File: src/sv/bhc_pkg.sv
`default_nettype none

package bhc_pkg;

  // Field widths
  localparam int unsigned CMP_W    = 16;
  localparam int unsigned HALL_W   = 3;
  localparam int unsigned DUTY_W   = 7;
  localparam int unsigned CFG_W    = 16;
  localparam int unsigned CFG_IDX_W = 2;

  // Duty scaling: compare = period * duty / 100, done as ((period * duty) >> 2) / 25,
  // with the divide by 25 as a multiply by a rounded-up reciprocal and a shift.
  localparam int unsigned PROD_W      = CMP_W + DUTY_W;          // period * duty
  localparam int unsigned QUART_W     = PROD_W - 2;              // product / 4
  localparam int unsigned RECIP_SHIFT = 24;
  localparam int unsigned RECIP_W     = 20;
  localparam int unsigned RPROD_W     = QUART_W + RECIP_W;
  localparam logic [RECIP_W-1:0] RECIP_25 = 20'd671089;          // ceil(2^24 / 25)
  localparam logic [DUTY_W-1:0]  DUTY_MAX = 7'd100;

  // Register indexes of the configuration port
  typedef enum logic [CFG_IDX_W-1:0] {
    REG_PWM_PERIOD   = 2'd0,
    REG_DUTY_PERCENT = 2'd1,
    REG_REVERSE_DIR  = 2'd2,
    REG_STALL_GUARD  = 2'd3
  } cfg_reg_e;

  // Item kinds
  typedef enum logic {
    ACT_TICK    = 1'b0,
    ACT_CAPTURE = 1'b1
  } action_e;

  // Bridge phase select, PH_NONE when no phase is driven
  typedef enum logic [1:0] {
    PH_U    = 2'd0,
    PH_V    = 2'd1,
    PH_W    = 2'd2,
    PH_NONE = 2'd3
  } phase_e;

  typedef struct packed {
    phase_e hi;
    phase_e lo;
  } drive_sel_t;

  // Per-item control carried down the scaling pipeline
  typedef struct packed {
    logic       fault;
    logic       load;   // item brings a fresh compare value
    drive_sel_t sel;
  } item_ctl_t;

  // Six-step table: forward order, reverse swaps the high and low phases
  function automatic drive_sel_t hall_lookup(logic [HALL_W-1:0] hall, logic rev);
    drive_sel_t fwd;
    drive_sel_t res;
    unique case (hall)
      3'd1:    fwd = '{hi: PH_U, lo: PH_W};
      3'd2:    fwd = '{hi: PH_V, lo: PH_U};
      3'd3:    fwd = '{hi: PH_V, lo: PH_W};
      3'd4:    fwd = '{hi: PH_W, lo: PH_V};
      3'd5:    fwd = '{hi: PH_U, lo: PH_V};
      3'd6:    fwd = '{hi: PH_W, lo: PH_U};
      default: fwd = '{hi: PH_NONE, lo: PH_NONE};
    endcase
    if (rev) begin
      res = '{hi: fwd.lo, lo: fwd.hi};
    end else begin
      res = fwd;
    end
    return res;
  endfunction

endpackage

`default_nettype wire

File: src/sv/bhc_in_if.sv
`default_nettype none

interface bhc_in_if import bhc_pkg::*; ();
  logic              valid;
  logic              ready;
  logic              action;
  logic [HALL_W-1:0] hall_state;

  modport source (output valid, output action, output hall_state, input ready);
  modport sink   (input valid, input action, input hall_state, output ready);
endinterface

`default_nettype wire

File: src/sv/bhc_out_if.sv
`default_nettype none

interface bhc_out_if import bhc_pkg::*; ();
  logic             valid;
  logic             ready;
  logic [CMP_W-1:0] compare_u;
  logic [CMP_W-1:0] compare_v;
  logic [CMP_W-1:0] compare_w;
  logic             low_u_on;
  logic             low_v_on;
  logic             low_w_on;
  logic             stall_fault;

  modport source (
    output valid, output compare_u, output compare_v, output compare_w,
    output low_u_on, output low_v_on, output low_w_on, output stall_fault,
    input  ready
  );
  modport sink (
    input  valid, input compare_u, input compare_v, input compare_w,
    input  low_u_on, input low_v_on, input low_w_on, input stall_fault,
    output ready
  );
endinterface

`default_nettype wire

File: src/sv/bldc_hall_commutator.sv
`default_nettype none

// Six-step Hall commutator for a three-phase BLDC bridge with a stall guard.
// Each request is a PWM period tick or a Hall capture; every request yields
// one drive result (three high-side compares, three low-side enables and the
// latched stall fault). One request is taken per clock cycle unless the
// result side stalls; the high-side compare is scaled as period * duty / 100
// through a three-register chain (period-by-duty product, reciprocal multiply
// for the divide by 25, result register). The commutation state and stall
// counter update in the cycle a request is accepted. The input side keeps
// accepting while results wait, until all three stages hold results. Period,
// duty and direction take effect at the next Hall capture, the stall guard at
// the next tick; a stall fault forces all drive off until reset.
module bldc_hall_commutator import bhc_pkg::*; #(
  parameter int unsigned STALL_LIMIT = 5
) (
  input  wire logic                 clk_i,
  input  wire logic                 rst_ni,
  input  wire logic                 cfg_we_i,
  input  wire logic [CFG_IDX_W-1:0] cfg_idx_i,
  input  wire logic [CFG_W-1:0]     cfg_wdata_i,
  bhc_in_if.sink                    in_i,
  bhc_out_if.source                 out_o
);

  localparam int unsigned CntW = $clog2(STALL_LIMIT + 1);
  localparam logic [CntW-1:0] CntLimit = CntW'(STALL_LIMIT);

  // Configuration registers
  logic [CMP_W-1:0]  period_q;
  logic [DUTY_W-1:0] duty_q;
  logic              rev_q;
  logic              guard_q;

  // Commutation state
  logic [CntW-1:0]   stall_cnt_q, stall_cnt_d;
  logic              fault_q, fault_d;
  drive_sel_t        sel_q, sel_d;
  logic              load_d;

  // Pipeline stages
  logic              v1_q, v2_q, v3_q;
  item_ctl_t         ctl1_q, ctl2_q;
  logic [PROD_W-1:0] prod1_q;
  logic [CMP_W-1:0]  quot2_q;
  logic [CMP_W-1:0]  cmp_hold_q;
  logic              rdy1, rdy2, rdy3;
  logic              in_acc;

  logic [DUTY_W-1:0]  duty_sat;
  logic [QUART_W-1:0] quart;
  logic [RPROD_W-1:0] recip_prod;
  logic [CMP_W-1:0]   cmp_sel;
  drive_sel_t         look;

  logic [CMP_W-1:0]  cmp_u_q, cmp_v_q, cmp_w_q;
  logic              low_u_q, low_v_q, low_w_q, flt_q;

  // Write configuration registers
  always_ff @(posedge clk_i or negedge rst_ni) begin
    if (!rst_ni) begin
      period_q <= '0;
      duty_q   <= '0;
      rev_q    <= 1'b0;
      guard_q  <= 1'b0;
    end else if (cfg_we_i) begin
      unique case (cfg_reg_e'(cfg_idx_i))
        REG_PWM_PERIOD:   period_q <= cfg_wdata_i[CMP_W-1:0];
        REG_DUTY_PERCENT: duty_q   <= cfg_wdata_i[DUTY_W-1:0];
        REG_REVERSE_DIR:  rev_q    <= cfg_wdata_i[0];
        REG_STALL_GUARD:  guard_q  <= cfg_wdata_i[0];
      endcase
    end
  end

  // Stage handshake: a stage moves when it is empty or the next one moves
  assign rdy3       = !v3_q || out_o.ready;
  assign rdy2       = !v2_q || rdy3;
  assign rdy1       = !v1_q || rdy2;
  assign in_i.ready = rdy1;
  assign in_acc     = in_i.valid && rdy1;

  // Apply one request to the commutation state
  always_comb begin
    stall_cnt_d = stall_cnt_q;
    fault_d     = fault_q;
    sel_d       = sel_q;
    load_d      = 1'b0;
    look        = hall_lookup(in_i.hall_state, rev_q);
    if (!fault_q) begin
      if (action_e'(in_i.action) == ACT_TICK) begin
        if (guard_q) begin
          if (stall_cnt_q >= CntLimit) begin
            fault_d     = 1'b1;
            stall_cnt_d = '0;
            sel_d       = '{hi: PH_NONE, lo: PH_NONE};
          end else begin
            stall_cnt_d = stall_cnt_q + 1'b1;
          end
        end
      end else begin
        stall_cnt_d = '0;
        if (look.hi != PH_NONE) begin
          sel_d  = look;
          load_d = 1'b1;
        end
      end
    end
  end

  always_ff @(posedge clk_i or negedge rst_ni) begin
    if (!rst_ni) begin
      stall_cnt_q <= '0;
      fault_q     <= 1'b0;
      sel_q       <= '{hi: PH_NONE, lo: PH_NONE};
    end else if (in_acc) begin
      stall_cnt_q <= stall_cnt_d;
      fault_q     <= fault_d;
      sel_q       <= sel_d;
    end
  end

  // Scale datapath: saturate duty, divide by 25 via reciprocal
  assign duty_sat   = (duty_q > DUTY_MAX) ? DUTY_MAX : duty_q;
  assign quart      = prod1_q[PROD_W-1:2];
  assign recip_prod = RPROD_W'(quart) * RPROD_W'(RECIP_25);
  assign cmp_sel    = ctl2_q.load ? quot2_q : cmp_hold_q;

  // Advance valid bits
  always_ff @(posedge clk_i or negedge rst_ni) begin
    if (!rst_ni) begin
      v1_q <= 1'b0;
      v2_q <= 1'b0;
      v3_q <= 1'b0;
    end else begin
      if (rdy1) v1_q <= in_i.valid;
      if (rdy2) v2_q <= v1_q;
      if (rdy3) v3_q <= v2_q;
    end
  end

  // Hold the compare of the last capture that drove a phase
  always_ff @(posedge clk_i or negedge rst_ni) begin
    if (!rst_ni) begin
      cmp_hold_q <= '0;
    end else if (rdy3 && v2_q && ctl2_q.load) begin
      cmp_hold_q <= quot2_q;
    end
  end

  // Stage payloads
  always_ff @(posedge clk_i) begin
    if (rdy1) begin
      ctl1_q  <= '{fault: fault_d, load: load_d, sel: sel_d};
      prod1_q <= PROD_W'(period_q) * PROD_W'(duty_sat);
    end
    if (rdy2) begin
      ctl2_q  <= ctl1_q;
      quot2_q <= recip_prod[RECIP_SHIFT +: CMP_W];
    end
    if (rdy3) begin
      cmp_u_q <= (!ctl2_q.fault && ctl2_q.sel.hi == PH_U) ? cmp_sel : '0;
      cmp_v_q <= (!ctl2_q.fault && ctl2_q.sel.hi == PH_V) ? cmp_sel : '0;
      cmp_w_q <= (!ctl2_q.fault && ctl2_q.sel.hi == PH_W) ? cmp_sel : '0;
      low_u_q <= !ctl2_q.fault && ctl2_q.sel.lo == PH_U;
      low_v_q <= !ctl2_q.fault && ctl2_q.sel.lo == PH_V;
      low_w_q <= !ctl2_q.fault && ctl2_q.sel.lo == PH_W;
      flt_q   <= ctl2_q.fault;
    end
  end

  // Drive result channel
  assign out_o.valid       = v3_q;
  assign out_o.compare_u   = cmp_u_q;
  assign out_o.compare_v   = cmp_v_q;
  assign out_o.compare_w   = cmp_w_q;
  assign out_o.low_u_on    = low_u_q;
  assign out_o.low_v_on    = low_v_q;
  assign out_o.low_w_on    = low_w_q;
  assign out_o.stall_fault = flt_q;

  // A latched fault never clears
  a_fault_sticky: assert property (@(posedge clk_i) disable iff (!rst_ni)
    fault_q |=> fault_q)
    else $error("stall fault cleared without reset");

  // The stall counter stays within the limit
  a_cnt_range: assert property (@(posedge clk_i) disable iff (!rst_ni)
    stall_cnt_q <= CntLimit)
    else $error("stall counter beyond limit");

  // A faulted result carries no drive
  a_fault_off: assert property (@(posedge clk_i) disable iff (!rst_ni)
    (out_o.valid && out_o.stall_fault) |->
      (out_o.compare_u == '0 && out_o.compare_v == '0 && out_o.compare_w == '0 &&
       !out_o.low_u_on && !out_o.low_v_on && !out_o.low_w_on))
    else $error("drive present while faulted");

  // At most one low side is on, and no phase has both its low side and a compare on
  a_one_low: assert property (@(posedge clk_i) disable iff (!rst_ni)
    out_o.valid |-> ($onehot0({out_o.low_u_on, out_o.low_v_on, out_o.low_w_on}) &&
      !(out_o.low_u_on && out_o.compare_u != '0) &&
      !(out_o.low_v_on && out_o.compare_v != '0) &&
      !(out_o.low_w_on && out_o.compare_w != '0)))
    else $error("shoot-through drive pattern");

endmodule

`default_nettype wire

File: src/flat_wrapper.sv
// flat-port wrapper written by rule: the top's interface ports become plain ports
module bldc_hall_commutator_flat import bhc_pkg::*;
#(
  parameter int unsigned STALL_LIMIT = 5
)
  (clk_i, rst_ni, cfg_we_i, cfg_idx_i, cfg_wdata_i, in_i_valid, in_i_action, in_i_hall_state, in_i_ready, out_o_valid, out_o_compare_u, out_o_compare_v, out_o_compare_w, out_o_low_u_on, out_o_low_v_on, out_o_low_w_on, out_o_stall_fault, out_o_ready);
  bhc_in_if in_i_i ();
  bhc_out_if out_o_i ();
  input  wire logic clk_i;
  input  wire logic rst_ni;
  input  wire logic cfg_we_i;
  input  wire logic [CFG_IDX_W-1:0] cfg_idx_i;
  input  wire logic [CFG_W-1:0] cfg_wdata_i;
  input wire logic [$bits(in_i_i.valid)-1:0] in_i_valid;
  input wire logic [$bits(in_i_i.action)-1:0] in_i_action;
  input wire logic [$bits(in_i_i.hall_state)-1:0] in_i_hall_state;
  output wire logic [$bits(in_i_i.ready)-1:0] in_i_ready;
  output wire logic [$bits(out_o_i.valid)-1:0] out_o_valid;
  output wire logic [$bits(out_o_i.compare_u)-1:0] out_o_compare_u;
  output wire logic [$bits(out_o_i.compare_v)-1:0] out_o_compare_v;
  output wire logic [$bits(out_o_i.compare_w)-1:0] out_o_compare_w;
  output wire logic [$bits(out_o_i.low_u_on)-1:0] out_o_low_u_on;
  output wire logic [$bits(out_o_i.low_v_on)-1:0] out_o_low_v_on;
  output wire logic [$bits(out_o_i.low_w_on)-1:0] out_o_low_w_on;
  output wire logic [$bits(out_o_i.stall_fault)-1:0] out_o_stall_fault;
  input wire logic [$bits(out_o_i.ready)-1:0] out_o_ready;
  assign in_i_i.valid = in_i_valid;
  assign in_i_i.action = in_i_action;
  assign in_i_i.hall_state = in_i_hall_state;
  assign in_i_ready = in_i_i.ready;
  assign out_o_valid = out_o_i.valid;
  assign out_o_compare_u = out_o_i.compare_u;
  assign out_o_compare_v = out_o_i.compare_v;
  assign out_o_compare_w = out_o_i.compare_w;
  assign out_o_low_u_on = out_o_i.low_u_on;
  assign out_o_low_v_on = out_o_i.low_v_on;
  assign out_o_low_w_on = out_o_i.low_w_on;
  assign out_o_stall_fault = out_o_i.stall_fault;
  assign out_o_i.ready = out_o_ready;
  bldc_hall_commutator #(.STALL_LIMIT(STALL_LIMIT)) u_core (.clk_i(clk_i), .rst_ni(rst_ni), .cfg_we_i(cfg_we_i), .cfg_idx_i(cfg_idx_i), .cfg_wdata_i(cfg_wdata_i), .in_i(in_i_i), .out_o(out_o_i));
endmodule
File: config.mk
export PLATFORM = sky130hd
export DESIGN_NAME = bldc_hall_commutator_flat
export DESIGN_NICKNAME = d
export VERILOG_FILES = /design/src/sv/bhc_pkg.sv /design/src/sv/bhc_in_if.sv /design/src/sv/bhc_out_if.sv /design/src/sv/bldc_hall_commutator.sv /design/src/flat_wrapper.sv
export SDC_FILE = /design/constraint.sdc
export NUM_CORES = 1
export LEC_CHECK = 0
export ABC_AREA = 0
export BUFFER_PORTS_ARGS = -buffer_cell sky130_fd_sc_hd__buf_2
export CORE_MARGIN = 2
export CORE_UTILIZATION = 64
export DETAILED_ROUTE_END_ITERATION = 12
export PLACE_DENSITY = 0.83
export SYNTH_ARGS = -nofsm -noshare
export SYNTH_HDL_FRONTEND = slang
export SYNTH_SLANG_ARGS = --single-unit
File: constraint.sdc
create_clock -name clk_i -period 7.9 [get_ports clk_i]
set_input_delay 0.79 -clock clk_i [delete_from_list [all_inputs] [get_ports clk_i]]
set_output_delay 0.79 -clock clk_i [all_outputs]
set_load 0.05 [all_outputs]
==> flow_metrics.tcl <==
set metrics [dict create \
    synthFlopType "edfxtp_1" \
    drive_gt1_share_pct 10.3 \
    portBuffers 80 \
    synth_mux_area_share_pct 4.19 \
    vias 11424 \
    cts_root_buffer "clkbuf_16" \
    antenna_found_initial 0 \
    hp-class "flip-flop to flip-flop" \
    drv_slew 0 \
    timing.final.ws_setup_ns 1.47 \
    final_nets 2202 \
    grt_usage_pct 26.6 \
    wire_per_inst_um 17.5 \
    grt.overflow.total 0 \
    floorplan.die_area_mm2 0.0284 \
    status "complete, no violations" \
    min_period_ns 6.43 \
    synth-xor-area-share_pct 1.72 \
    fin_skew_ns 0.0120 \
    timing.final.crit_share_pct 81.4 \
    arrival_ns 6.60 \
    cts_buffers 17 \
    synth_adder_area_share_pct 44.7 \
    fmax_ghz 0.156 \
    cts_setup_buffers 0 \
    critPathKind "flip-flop to flip-flop" \
    vias_per_cell 5.59 \
    cts.sinks 153 \
    detailedPlace.worstSlack_ns 1.61 \
    grt_pass1_vias 12114 \
    antenna_cells 0 \
    post_cts_resized 0 \
    seq_area_frac_synth_pct 25.0 \
    io_pins 81 \
    die_x_um 169 \
    syn-cell-area_mm2 0.0173 \
    dr.first_iter.drc_count 519 \
    ys_warn_count 0 \
    gp_congestion 0.931 \
    core_mm2 0.0268 \
    path_max_fanout 9 \
    syn_inst 1617 \
    async_flop_share_pct 34.0 \
    row_count 60 \
    final_common_cell "inv_1" \
    syn_area_per_cell_um2 10.7 \
    worst_pin_slew_ns 1.02 \
    ys_ff_latch 153 \
    synth_edf_count 101 \
    cts_tree "yes" \
    relSlewSlack_pct 32.1 \
    final_cell_mix "inv_1 (371), ha_1 (266), fa_1 (221)" \
    rsz0062_at_grt "false" \
    grt_max_degree 55 \
    hold_ws_ns 0.427 \
    wl_um 35700 \
    synth-simple-area-share_pct 9.50 \
    dpl.hpwl_um 28600 \
    synth_compound_area_share_pct 6.07 \
    tns_ns 0 \
    antenna_left 0 \
    required_ns 8.07 \
    hold_violations 0 \
    path_clk_slew_ns 0.07 \
    htreeDepth 4 \
    critPathLaunchType "flip-flop" \
    synth_top_family_by_area "adder cells" \
    firstDrtPassIters 5 \
    ys_types 63 \
    cts_hold_buf 0 \
    endpoint_kind "flip-flop" \
    clock_latency_ns 0.44 \
    syn-num-nets 2131 \
    fp.dieH_um 169 \
    max-cap-violations 0 \
    areaGrowthSynthToFinish_pct 7.57 \
    ctsLongestPathBuffers 2 \
    start_util_pct 64.7 \
    route.detailed.drc 0 \
    grt_pass1_wl_um 59300 \
    setup_viol 0 \
]
-- worst paths after layout --
path	from	endpoint	slack, ns	depth (start not counted)
max in group asynchronous	rst_ni	u_core.cmp_hold_q[10]$_DFFE_PN0P_	6.88	2
min	u_core.ctl1_q[0]$_DFFE_PN_	u_core.ctl2_q[0]$_DFFE_PP_	0.43	0
max reg2reg	u_core.prod1_q[17]$_DFFE_PN_	u_core.quot2_q[15]$_DFFE_PP_	1.47	19
min reg2reg	u_core.ctl1_q[0]$_DFFE_PN_	u_core.ctl2_q[0]$_DFFE_PP_	0.43	0
max	u_core.prod1_q[17]$_DFFE_PN_	u_core.quot2_q[15]$_DFFE_PP_	1.47	19
min in group asynchronous	rst_ni	u_core.period_q[14]$_DFFE_PN0P_	0.49	2
-- cell families (layout without fill, tap and decap cells) --
family                   count (synthesis)  in the layout
adder cells (fa/ha/maj)                487            487
buffers and inverters                  404            488
AND/OR/NAND/NOR                        322            322
flip-flops                             153            153
AO/OA/AOI/OAI                          150            150
multiplexers                            67             67
XOR/XNOR                                34             34
-- flip-flops by register name (all words and copies together), names as in the netlist, 7 cells and up --
register and count:
u_core.out_o.compare_w 16, u_core.duty_q 7, u_core.quot2_q 16, u_core.out_o.compare_v 16
u_core.cmp_hold_q 16, u_core.out_o.compare_u 16, u_core.prod1_q 21, u_core.period_q 16
-- per-layer routing --
metal / GRT usage (%) / share of wire (%)
met1: 32.7 / 42
met2: 48.0 / 51
met3: 3.02 / 3.4
met4: 10.6 / 3.4
met5: 0 / 0
-- worst max-delay path, cell delays in order, from the launching register on --
cell and delay (ns):
edfxtp_1 0.61, ha_1 0.38, inv_1 0.06, fa_1 0.50, fa_1 0.51, inv_1 0.05, fa_1 0.57, fa_1 0.46
fa_1 0.54, inv_1 0.07, fa_1 0.47, inv_1 0.05, ha_1 0.32, a21o_1 0.18, a211oi_1 0.25, o211ai_1 0.15
o2111ai_2 0.27, a41oi_1 0.21, or3_1 0.36, xnor2_1 0.15
-- synth_stat cells (4+ instances only) --
library cell	number	area, um2
o21ai_0	20	100
clkbuf_1	27	101
or3_1	4	25.0
edfxtp_1	101	3030
a211oi_1	6	45.0
o21ai_1	4	20.0
nor2b_1	9	56.3
fa_1	221	4420
dfrtp_1	48	1200
nor3b_1	4	30.0
xnor2_1	24	210
nand3_1	19	95.1
nand2b_1	9	56.3
buf_2	5	25.0
nand2_1	59	221
mux2_2	45	507
o21a_1	7	52.6
nand4_1	7	43.8
nand3b_1	6	45.0
nor2_1	84	315
a21oi_1	36	180
a311oi_1	4	35.0
nor3_1	10	50.1
inv_1	372	1400
dfstp_2	4	105
xor2_1	10	87.6
a31oi_1	5	31.3
and2_1	62	388
ha_1	266	3330
a21o_1	27	203
mux2i_1	22	220
o211ai_1	5	37.5
and3_1	38	238
-- metrics by stage --
step / cell area [um2] / utilization (%) / instances
after global routing: 18700 / 69.6 / 2042
after floorplan: 17300 / - / 1617
after global placement: 18100 / 67.4 / 2010
after detailed placement: 18100 / 67.4 / 2010
final: 18700 / 69.6 / 2042
after CTS: 18700 / 69.6 / 2042
-- layout make-up --
type                            instances  area, um2
Fill cell                            1924       8150
Timing Repair Buffer                   84        430
Multi-Input combinational cell       1060      11500
Clock inverter                         14        138
Clock buffer                           18        439
Sequential cell                       153       4340
Inverter                              372       1400
Tap cell                              341        427
Power is left out: the tool's default activity adds up to more than one toggle a clock period on the data nets, which glitch-free logic cannot reach.
